`src/dpsm_pkg.sv`:
```
// dpsm_pkg: shared types and constants for the drive profile state machine.
// Holds the sub-state encoding, status codes, controlword commands and register indexes.
// No dependencies.
`default_nettype none

package dpsm_pkg;

  // Configuration register indexes
  localparam logic [1:0] CFG_VELOCITY_LIMIT   = 2'd0;
  localparam logic [1:0] CFG_TORQUE_REFERENCE = 2'd1;
  localparam logic [1:0] CFG_TOGGLE_PERIOD    = 2'd2;

  localparam int unsigned CFG_DATA_W = 31;

  // Register reset values
  localparam logic [30:0] VELOCITY_LIMIT_RST   = 31'd3000;
  localparam logic [14:0] TORQUE_REFERENCE_RST = 15'd600;
  localparam logic [15:0] TOGGLE_PERIOD_RST    = 16'd40;

  // Controlword commands
  localparam logic [15:0] CW_RESET       = 16'h0000;
  localparam logic [15:0] CW_FAULT_RESET = 16'h0080;
  localparam logic [15:0] CW_SHUTDOWN    = 16'h0006;
  localparam logic [15:0] CW_SWITCH_ON   = 16'h0007;
  localparam logic [15:0] CW_ENABLE_OP   = 16'h000F;
  localparam logic [15:0] CW_QUICK_STOP  = 16'h0002;

  // Operation modes with a transition table
  localparam logic signed [7:0] MODE_PROFILE_POS = 8'sd1;
  localparam logic signed [7:0] MODE_PROFILE_VEL = 8'sd3;

  // mode_active codes
  localparam logic [1:0] ACT_NONE = 2'd0;
  localparam logic [1:0] ACT_POS  = 2'd1;
  localparam logic [1:0] ACT_VEL  = 2'd2;

  // State codes placed in the status word
  localparam logic [12:0] SC_SWITCH_ON_DISABLED = 13'h0260;
  localparam logic [12:0] SC_READY              = 13'h0231;
  localparam logic [12:0] SC_SWITCHED_ON        = 13'h0233;
  localparam logic [12:0] SC_OP_ENABLED         = 13'h0237;
  localparam logic [12:0] SC_RUNNING            = 13'h0637;
  localparam logic [12:0] SC_QUICK_STOP         = 13'h0617;
  localparam logic [12:0] SC_STOPPED            = 13'h0240;
  localparam logic [12:0] SC_ALT_DISABLED       = 13'h1240;
  localparam logic [12:0] SC_ALT_READY          = 13'h1231;
  localparam logic [12:0] SC_ALT_SWITCHED_ON    = 13'h1233;
  localparam logic [12:0] SC_ALT_OP_ENABLED     = 13'h1237;
  localparam logic [12:0] SC_ALT_RUNNING        = 13'h1637;

  // Sub-states, one-hot
  typedef enum logic [15:0] {
    SS_IDLE      = 16'h0001,
    SS_READY     = 16'h0002,
    SS_SW_ON     = 16'h0004,
    SS_ENABLE    = 16'h0008,
    SS_ENABLE2   = 16'h0010,
    SS_RUN       = 16'h0020,
    SS_RUN_WAIT  = 16'h0040,
    SS_STOP      = 16'h0080,
    SS_STOP2     = 16'h0100,
    SS_STOP3     = 16'h0200,
    SS_STOP4     = 16'h0400,
    SS_ALT_DIS   = 16'h0800,
    SS_ALT_READY = 16'h1000,
    SS_ALT_SW_ON = 16'h2000,
    SS_ALT_EN    = 16'h4000,
    SS_ALT_EN2   = 16'h8000
  } sub_state_t;

endpackage

`default_nettype wire

```
`src/drive_profile_state_machine_top.sv`:
```
// drive_profile_state_machine_top: drive state machine with status word, toggle and
// clamped speed reference. Depends on dpsm_pkg.
`default_nettype none

// Channel   | Direction | Handshake            | Payload
// ----------+-----------+----------------------+---------------------------------------
// in_       | input     | in_valid / in_ready  | control_word, op_mode, fault, velocity
// out_      | output    | out_valid / out_ready| status word, sends, mode, speed, run...
// cfg_      | input     | cfg_wr_en            | cfg_index, cfg_wdata (31 bit)
//
// One request per cycle while out_ready keeps up: state update and result are computed in the
// accept cycle and the result sits in the output register from the next cycle on.
// in_ready drops only while a result is held and out_ready is low; the output register
// parts the two sides so a new request is taken while the old result is being taken.
// rst_n is synchronous, active low; it clears the sub-state machine and the run state,
// presets the toggle bit and toggle count to 1 and loads the register defaults.

module drive_profile_state_machine_top
  import dpsm_pkg::*;
(
  input  wire logic                  clk,
  input  wire logic                  rst_n,
  // configuration
  input  wire logic                  cfg_wr_en,
  input  wire logic [1:0]            cfg_index,
  input  wire logic [CFG_DATA_W-1:0] cfg_wdata,
  // request channel
  input  wire logic                  in_valid,
  output      logic                  in_ready,
  input  wire logic [15:0]           in_control_word,
  input  wire logic signed [7:0]     in_op_mode,
  input  wire logic                  in_fault_active,
  input  wire logic signed [31:0]    in_target_velocity,
  // result channel
  output      logic                  out_valid,
  input  wire logic                  out_ready,
  output      logic [15:0]           out_status_word,
  output      logic [1:0]            out_status_sends,
  output      logic [1:0]            out_mode_active,
  output      logic signed [7:0]     out_mode_display,
  output      logic signed [31:0]    out_speed_reference,
  output      logic                  out_drive_run,
  output      logic [14:0]           out_torque_out,
  output      logic                  out_clear_fault,
  output      logic                  out_pid_reset
);

  // Configuration registers
  logic [30:0] velocity_limit_r;
  logic [14:0] torque_reference_r;
  logic [15:0] toggle_period_r;

  // Drive state
  sub_state_t         sub_state_r,    sub_state_nxt;
  logic [12:0]        state_code_r,   state_code_nxt;
  logic               toggle_bit_r,   toggle_bit_nxt;
  logic [15:0]        toggle_count_r, toggle_count_nxt;
  logic signed [31:0] held_speed_r,   held_speed_nxt;
  logic               run_flag_r,     run_flag_nxt;

  // Output register
  logic               out_valid_r;
  logic [15:0]        status_word_r;
  logic [1:0]         status_sends_r;
  logic [1:0]         mode_active_r;
  logic signed [7:0]  mode_display_r;
  logic               clear_fault_r;
  logic               pid_reset_r;
  logic [14:0]        torque_out_r;

  logic               accept;
  sub_state_t         sub_start;
  logic [1:0]         sends;
  logic [1:0]         active;
  logic               pidr;
  logic               clear;
  logic               is_pos, is_vel;
  logic signed [32:0] vel_ext, lim_pos, lim_neg;
  logic signed [31:0] vel_clamped;
  logic [16:0]        count_inc;
  logic [15:0]        status_word;

  assign in_ready = !out_valid_r || out_ready;
  assign accept   = in_valid && in_ready;

  // Config port: index 3 falls through and is ignored
  always_ff @(posedge clk) begin
    if (!rst_n) begin
      velocity_limit_r   <= VELOCITY_LIMIT_RST;
      torque_reference_r <= TORQUE_REFERENCE_RST;
      toggle_period_r    <= TOGGLE_PERIOD_RST;
    end else if (cfg_wr_en) begin
      unique case (cfg_index)
        CFG_VELOCITY_LIMIT:   velocity_limit_r   <= cfg_wdata;
        CFG_TORQUE_REFERENCE: torque_reference_r <= cfg_wdata[14:0];
        CFG_TOGGLE_PERIOD:    toggle_period_r    <= cfg_wdata[15:0];
        default: ;
      endcase
    end
  end

  // Symmetric clamp of the target velocity, done at 33 bits so -limit always fits
  always_comb begin
    vel_ext = 33'(in_target_velocity);
    lim_pos = $signed({2'b00, velocity_limit_r});
    lim_neg = -lim_pos;
    if (vel_ext > lim_pos) begin
      vel_clamped = lim_pos[31:0];
    end else if (vel_ext < lim_neg) begin
      vel_clamped = lim_neg[31:0];
    end else begin
      vel_clamped = in_target_velocity;
    end
  end

  // Sub-state machine
  always_comb begin
    clear = (in_control_word == CW_FAULT_RESET);
    sub_start = (in_control_word == CW_RESET || clear) ? SS_IDLE : sub_state_r;
    is_pos = (in_op_mode == MODE_PROFILE_POS);
    is_vel = (in_op_mode == MODE_PROFILE_VEL);

    sub_state_nxt  = sub_start;
    state_code_nxt = state_code_r;
    run_flag_nxt   = run_flag_r;
    held_speed_nxt = held_speed_r;
    sends          = 2'd0;
    pidr           = 1'b0;
    active         = is_pos ? ACT_POS : (is_vel ? ACT_VEL : ACT_NONE);

    if (is_pos || is_vel) begin
      unique case (sub_start)
        SS_IDLE: begin
          state_code_nxt = SC_SWITCH_ON_DISABLED;
          sends = 2'd1;
          if (is_vel) begin
            pidr = 1'b1;
            run_flag_nxt = 1'b0;
          end
          // quick stop in the velocity mode enters the second enable path
          if (is_vel && in_control_word == CW_QUICK_STOP) begin
            sub_state_nxt  = SS_ALT_DIS;
            state_code_nxt = SC_ALT_DISABLED;
            sends = 2'd2;
          end else if (in_control_word == CW_SHUTDOWN) begin
            sub_state_nxt = SS_READY;
          end
        end
        SS_READY: begin
          state_code_nxt = SC_READY;
          sends = 2'd1;
          sub_state_nxt = SS_SW_ON;
        end
        SS_SW_ON: begin
          if (in_control_word == CW_SWITCH_ON) begin
            sub_state_nxt  = SS_ENABLE;
            state_code_nxt = SC_SWITCHED_ON;
            sends = 2'd1;
          end
        end
        SS_ENABLE: begin
          if (in_control_word == CW_ENABLE_OP) begin
            sub_state_nxt  = SS_ENABLE2;
            state_code_nxt = SC_OP_ENABLED;
            sends = 2'd1;
          end
        end
        SS_ENABLE2: sub_state_nxt = SS_RUN;
        SS_RUN: begin
          sub_state_nxt  = SS_RUN_WAIT;
          state_code_nxt = SC_RUNNING;
          sends = 2'd1;
        end
        SS_RUN_WAIT: begin
          if (in_control_word == CW_QUICK_STOP) sub_state_nxt = SS_STOP;
          if (is_vel) begin
            run_flag_nxt   = 1'b1;
            held_speed_nxt = vel_clamped;
          end
        end
        SS_STOP: begin
          state_code_nxt = SC_QUICK_STOP;
          sends = 2'd1;
          sub_state_nxt = SS_STOP2;
        end
        SS_STOP2: sub_state_nxt = SS_STOP3;
        SS_STOP3: begin
          state_code_nxt = SC_STOPPED;
          sends = 2'd1;
          sub_state_nxt = SS_STOP4;
        end
        SS_STOP4: sub_state_nxt = SS_IDLE;
        // second enable path: velocity mode only, position mode parks here
        SS_ALT_DIS: begin
          if (is_vel && in_control_word == CW_SHUTDOWN) begin
            sub_state_nxt  = SS_ALT_READY;
            state_code_nxt = SC_ALT_READY;
            sends = 2'd1;
          end
        end
        SS_ALT_READY: begin
          if (is_vel && in_control_word == CW_SWITCH_ON) begin
            sub_state_nxt  = SS_ALT_SW_ON;
            state_code_nxt = SC_ALT_SWITCHED_ON;
            sends = 2'd1;
          end
        end
        SS_ALT_SW_ON: begin
          if (is_vel && in_control_word == CW_ENABLE_OP) begin
            sub_state_nxt  = SS_ALT_EN;
            state_code_nxt = SC_ALT_OP_ENABLED;
            sends = 2'd1;
          end
        end
        SS_ALT_EN: begin
          if (is_vel) sub_state_nxt = SS_ALT_EN2;
        end
        SS_ALT_EN2: begin
          if (is_vel) begin
            sub_state_nxt  = SS_RUN_WAIT;
            state_code_nxt = SC_ALT_RUNNING;
            sends = 2'd1;
          end
        end
        default: ;
      endcase
    end
  end

  // Status toggle: a period of 0 or 1 flips every tick; 17-bit count catches wrap
  always_comb begin
    count_inc = {1'b0, toggle_count_r} + 17'd1;
    if (count_inc >= {1'b0, toggle_period_r}) begin
      toggle_bit_nxt   = !toggle_bit_r;
      toggle_count_nxt = 16'd0;
    end else begin
      toggle_bit_nxt   = toggle_bit_r;
      toggle_count_nxt = count_inc[15:0];
    end
    status_word = {1'b0, toggle_bit_nxt, 1'b0, state_code_nxt}
                | {12'd0, in_fault_active, 3'd0};
  end

  // State registers
  always_ff @(posedge clk) begin
    if (!rst_n) begin
      sub_state_r    <= SS_IDLE;
      state_code_r   <= '0;
      toggle_bit_r   <= 1'b1;
      toggle_count_r <= 16'd1;
      held_speed_r   <= '0;
      run_flag_r     <= 1'b0;
    end else if (accept) begin
      sub_state_r    <= sub_state_nxt;
      state_code_r   <= state_code_nxt;
      toggle_bit_r   <= toggle_bit_nxt;
      toggle_count_r <= toggle_count_nxt;
      held_speed_r   <= held_speed_nxt;
      run_flag_r     <= run_flag_nxt;
    end
  end

  // Result register
  always_ff @(posedge clk) begin
    if (!rst_n) begin
      out_valid_r <= 1'b0;
    end else if (accept) begin
      out_valid_r <= 1'b1;
    end else if (out_ready) begin
      out_valid_r <= 1'b0;
    end
  end

  always_ff @(posedge clk) begin
    if (accept) begin
      status_word_r  <= status_word;
      status_sends_r <= sends;
      mode_active_r  <= active;
      mode_display_r <= in_op_mode;
      clear_fault_r  <= clear;
      pid_reset_r    <= pidr;
      torque_out_r   <= run_flag_nxt ? torque_reference_r : 15'd0;
    end
  end

  // speed and run flag come straight from the state registers
  assign out_valid           = out_valid_r;
  assign out_status_word     = status_word_r;
  assign out_status_sends    = status_sends_r;
  assign out_mode_active     = mode_active_r;
  assign out_mode_display    = mode_display_r;
  assign out_speed_reference = held_speed_r;
  assign out_drive_run       = run_flag_r;
  assign out_torque_out      = torque_out_r;
  assign out_clear_fault     = clear_fault_r;
  assign out_pid_reset       = pid_reset_r;

endmodule

`default_nettype wire
```
`config.mk`:
```
export PLATFORM = sky130hd
export DESIGN_NAME = drive_profile_state_machine_top
export DESIGN_NICKNAME = d
export VERILOG_FILES = /design/src/dpsm_pkg.sv /design/src/drive_profile_state_machine_top.sv
export SDC_FILE = /design/constraint.sdc
export NUM_CORES = 1
export LEC_CHECK = 0
export BUFFER_PORTS_ARGS = -buffer_cell sky130_fd_sc_hd__buf_2
export CAP_MARGIN = 20
export CORE_ASPECT_RATIO = 1.1
export CORE_MARGIN = 2
export CORE_UTILIZATION = 40
export DETAILED_ROUTE_END_ITERATION = 6
export PLACE_DENSITY_LB_ADDON = 0.1
export RECOVER_POWER = 100
export SLEW_MARGIN = 20
export SYNTH_ARGS = -nofsm -noshare
export SYNTH_HDL_FRONTEND = slang
export SYNTH_SLANG_ARGS = --single-unit
```
`constraint.sdc`:
```
create_clock -name clk -period 4.7 [get_ports clk]
set_clock_uncertainty 0.05 [all_clocks]
set_input_delay 0.705 -clock clk [delete_from_list [all_inputs] [get_ports clk]]
set_output_delay 0.705 -clock clk [all_outputs]
set_load 0.1 [all_outputs]
```
After elaboration in Yosys (flattened, before gate mapping). Index checks and enable logic that the tools add are counted.

Flip-flop bits (word level): 187. Bits of input ports: 95.

Add/subtract/negate cells: 2. Magnitude comparators: 3. Equality and inequality tests: 25. Muxes and demuxes: 42. Bitwise operators: 1. Reductions and logical operators: 19.

Operators with widths (count): case mux 16 bit (16 select lines) (1); two-way mux 16 bit (13); case mux 13 bit (11 select lines) (1); two-way mux 13 bit (8); two-way mux 32 bit (2); == test 16 x 3 -> 1 bit, second input constant (3); less-than comparator 32 x 33 -> 1 bit (1); negator 31 -> 33 bit (1); == test 16 x 2 -> 1 bit, second input constant (2); == test 16 x 4 -> 1 bit, second input constant (2); == test 16 x 8 -> 1 bit, second input constant (2); greater-than comparator 32 bit (1); adder 16 x 1 -> 17 bit, second input constant (1); greater-or-equal comparator 17 x 16 -> 1 bit (1); == test 16 x 1 -> 1 bit, second input constant (1); == test 16 x 10 -> 1 bit, second input constant (1); == test 16 x 11 -> 1 bit, second input constant (1); == test 16 x 12 -> 1 bit, second input constant (1); == test 16 x 13 -> 1 bit, second input constant (1); == test 16 x 14 -> 1 bit, second input constant (1); == test 16 x 15 -> 1 bit, second input constant (1); == test 16 bit, second input constant (1); == test 16 x 5 -> 1 bit, second input constant (1); == test 16 x 6 -> 1 bit, second input constant (1); other kinds (20) (43).

Longest topological paths before layout.
Depth in word-level cells: 7. Mapped depth: 19. Gate-level depth less buffers: 17.

Least setup slack after synthesis. OpenSTA, ideal clock, no wires.

Path kind: reg-to-reg. From: register velocity_limit_r[1]. To: register held_speed_r[26], in the netlist out_speed_reference[26]. Setup time: 0.079 ns. Arrival: 4.518 ns. Required time: 4.571 ns. Slack: 0.053 ns. Stages on the path, launching flop included: 19. Cell sequence: dfxtp_1 inv_1 ha_1 or4b_4 or3_1 buf_2 nor3_4 nand2_2 or4_4 xnor2_2 ha_1 and2_1 a221oi_1 o211ai_1 a21oi_1 nor2_1 clkbuf_1 mux2_1 o211ai_1.

Word-level cells in the longest chain between the ends: 4. Elaborated cells on any way between the ends: 5. Classes of those cells: 1 x add/sub; 2 x order compare; 2 x mux.

RTL lines: start, declared (line drive_profile_state_machine_top.sv:49) `logic [30:0] velocity_limit_r;`; start signal, assigned (line drive_profile_state_machine_top.sv:94) `CFG_VELOCITY_LIMIT: velocity_limit_r <= cfg_wdata;`; negator 31 -> 33 bit (line drive_profile_state_machine_top.sv:106) `lim_neg = -lim_pos;`; less-than comparator 32 x 33 -> 1 bit (line drive_profile_state_machine_top.sv:109) `end else if (vel_ext < lim_neg) begin`; two-way mux 32 bit (line drive_profile_state_machine_top.sv:109); two-way mux 32 bit (*) (line drive_profile_state_machine_top.sv:107) `if (vel_ext > lim_pos) begin`; end signal, assigned (line drive_profile_state_machine_top.sv:258) `held_speed_r <= held_speed_nxt;`; end, declared (line drive_profile_state_machine_top.sv:58) `logic signed [31:0] held_speed_r, held_speed_nxt;`.

Mark *: on every way between the ends. The rest lies on a longest branch, timed or not. A chain may end at the register's enable or synchronous reset.

Worst setup path after layout.
From: register velocity_limit_r[1]. To: register held_speed_r[30], in the netlist out_speed_reference[30].

Same word-level chain as after synthesis.

==> impl_metrics.csv <==
group,metric,value,unit
power,p_clk_frac,0.396,
cts,clockBufferDepth,2,
power,power_frac_seq,0.451,
routing,route.detailed.drc,0,
routing,wl,33.8,mm
sta,finalSetupTns,0,ns
global_route,grt_pass1_wl,52.7,mm
floorplanning,core,0.0276,mm²
yosys,yosysUniqueCellTypes,85,
floorplanning,rows,64,
cts,root_buffer,"clkbuf_16",
routing,wl_met1,15.2,mm
critical_path,path_class,"reg -> reg",
critical_path,cp-end-kind,"flop",
global_route,grt_remaining_overflow,0,
min_path,hold_path_depth,1,
routing,wl_met3,1.75,mm
yosys,yosysMostFrequentCell,"nand2_1",
cts,cts_made_buffers,17,
final_layout,fillers,2851,
routing,drtIter0Drc,684,
routing,avgRoutedWirePerCell,18.0,µm
cts,postCtsSetupRepairBufs,0,
power,switching_power,1.20,mW
floorplanning,die_h,179,µm
min_path,hold_class,"in -> reg",
power,p_int,2.56,mW
floorplanning,start_util,0.404,
critical_path,startpoint_type,"flop",
place,dp_slack,0.0911,ns
yosys,yosysTopAreaCell,"dfxtp_1",
power,power_density,289,mW/mm²
routing,vias_per_cell,5.56,
routing,num_vias,10400,
yosys,synthCells,1337,
final_layout,drive_gt1_frac,0.132,
yosys,syn_area_per_cell,8.35,µm²
routing,dr.pass1.iters,5,
job,max_cap_violations,3,
place,numPortBuffers,172,
yosys,async_flop_share,0,
cts,cts.sinks,185,
yosys,synth_top_area_share,0.255,
final_layout,layout.nets,1675,
floorplanning,die_area,0.0293,mm²
yosys,synth_edf_count,43,
global_route,grt_max_degree,84,
routing,ant_nets,0,
global_route,grt_pass1_vias,10000,
power,vdd_ir_drop_max,0.191,mV
sta,tightest_slew,2.38,ns
power,power_frac_comb,0.153,
yosys,ys_seq_area_frac,0.370,
sta,clock.fmax,226,MHz
power,p_leak,5.09,nW
routing,maxUsedRoutingLayer,"met4",
global_route,track_usage,0.231,
sta,whs,0.390,ns
cts,clk_latency,0.46,ns
critical_path,r2r_cells,18,
sta,period_share,0.942,
yosys,ys_dominant_reg_cell,"dfxtp_1",
cts,clk_pin_slew,0.08,ns
cts,cts_htree_levels,4,
floorplanning,io_pins,175,
sta,finalSetupViolCount,0,
sta,drv_slew,150,
sta,finalHoldViolCount,0,
global_route,antenna_found_initial,2,
sta,worst_slack,0.275,ns
status,status,"complete, but fails checks",
sta,slew_headroom,-0.587,
cts,ctsResizeCount,0,
critical_path,path_max_fanout,25,
cts,cts_hold_buf,0,
yosys,synth_area,0.0112,mm²
routing,wl_met2,16.1,mm
place,post-dp-hpwl,25.2,mm
power,switching_share,0.320,
final_layout,area_delta_synth_final,16.7,%
status,failed_checks,"max-capacitance violations, max-slew violations",
cts,cts_tree,"done",
floorplanning,dieWidth,163,µm
critical_path,crit_arrival,4.73,ns
critical_path,required,5.01,ns
yosys,synthTopCellsByCount,"193 x nand2_1, 142 x dfxtp_1, 94 x a21oi_1",
yosys,synth_warnings,0,
place,gp_congestion,0.910,
yosys,ys_top_cells_by_area,"dfxtp_1 25%, edfxtp_1 12%, ha_1 9.1%, nand2_1 6.5%, a21oi_1 4.2%",
sta,fin_crit,4.43,ns
yosys,ys_seq_elements,185,
-- cell families after synthesis --
group                    count (synthesis)  synth area share
adder cells (fa/ha/maj)                 81            0.0908
other                                    1          0.000336
AND/OR/NAND/NOR                        557             0.255
XOR/XNOR                                40            0.0321
multiplexers                            34            0.0330
AO/OA/AOI/OAI                          285             0.164
flip-flops                             185             0.370
buffers and inverters                  154            0.0545
-- routing by layer --
layer,global-route usage,vias to the layer above
met5,0,-
met4,0.0796,0
met3,0.0365,57
met2,0.391,332
met1,0.299,4890
li1,-,5163
-- stage by stage --
stage	area [µm²]	utilization	instances	power, mW
floorplan	11200	-	1338	2.13
finish	13000	0.472	1877	3.76
CTS	13100	0.476	1875	3.80
global route	13000	0.472	1877	3.92
detailed placement	12500	0.453	1843	2.31
global placement	12500	0.453	1843	2.31
-- critical path, cell delays in order (launching register included) --
cell      delay [ns]
dfxtp_1         0.35
inv_1           0.09
ha_1            0.17
or4b_4          0.48
or3_4           0.39
nor3_4          0.20
and2_1          0.19
nand3_1         0.10
xnor2_1         0.19
ha_1            0.27
a21o_1          0.16
a221o_1         0.33
a221oi_2        0.26
o211ai_1        0.16
a21oi_2         0.20
nor2_4          0.07
buf_12          0.19
mux2_1          0.32
o211ai_1        0.16
-- final timing paths --
| path | slack (ns) | end | startpoint |
|---|---|---|---|
| max reg2reg | 0.27 | out_speed_reference[30] | velocity_limit_r[1] |
| min | 0.39 | out_mode_display[4] | in_op_mode[4] |
| max | 0.27 | out_speed_reference[30] | velocity_limit_r[1] |
| min reg2reg | 0.40 | torque_reference_r[1] | torque_reference_r[1] |
-- registers in the layout, summed over array words and instances (netlist names) --
signal               count
toggle_count_r          16
out_torque_out          15
state_code_r            13
out_status_word         14
out_valid                1
out_mode_display         8
out_pid_reset            1
out_status_sends         2
velocity_limit_r        31
toggle_period_r         16
sub_state_r             16
out_drive_run            1
out_mode_active          2
toggle_bit_r             1
out_clear_fault          1
torque_reference_r      15
out_speed_reference     32
-- power by group through the flow --
stage	logic, mW	clock network [mW]	registers [mW]
final	0.577	1.49	1.69
after global routing	0.631	1.58	1.70
after CTS	0.583	1.52	1.69
after detailed placement	0.581	0	1.73
after global placement	0.578	0	1.73
after floorplan	0.258	0	1.87
-- cell type report --
class                           instances  area, µm²  area share
Sequential cell                       185       4130       0.317
Multi-Input combinational cell        999       6460       0.496
Timing Repair Buffer                  209       1020      0.0785
Clock inverter                         15        196      0.0151
Inverter                               87        327      0.0251
Tap cell                              363        454      0.0349
Clock buffer                           17        425      0.0327
Antenna cell                            2       5.00    0.000384
-- cells in the final DEF (no fill, tap or decap), types with 8 or more instances in the layout --
cell | netlist | routed
nor2_1 | 65 | 63
edfxtp_1 | 43 | 43
mux2_2 | 15 | 15
buf_2 | 6 | 87
ha_1 | 81 | 81
xor2_1 | 12 | 12
nand3b_1 | 8 | 8
nand2b_1 | 10 | 10
a21oi_1 | 94 | 94
xnor2_1 | 27 | 27
clkbuf_16 | 0 | 17
o21ai_0 | 47 | 59
clkinv_8 | 0 | 9
and3_1 | 11 | 11
or4_1 | 11 | 11
and2_0 | 0 | 18
mux2i_1 | 12 | 12
nand2_1 | 193 | 193
o21ai_1 | 20 | 8
nand4_1 | 50 | 50
dfxtp_1 | 142 | 142
a211oi_1 | 12 | 12
and2_1 | 27 | 9
nand3_1 | 75 | 75
a21o_1 | 10 | 10
inv_1 | 85 | 87
o211ai_1 | 34 | 34
buf_4 | 4 | 29
nor2b_1 | 10 | 10
nor3_1 | 34 | 34
nor4_1 | 15 | 16
clkbuf_1 | 52 | 89
No activity file was read; power rests on OpenSTA's default activity.
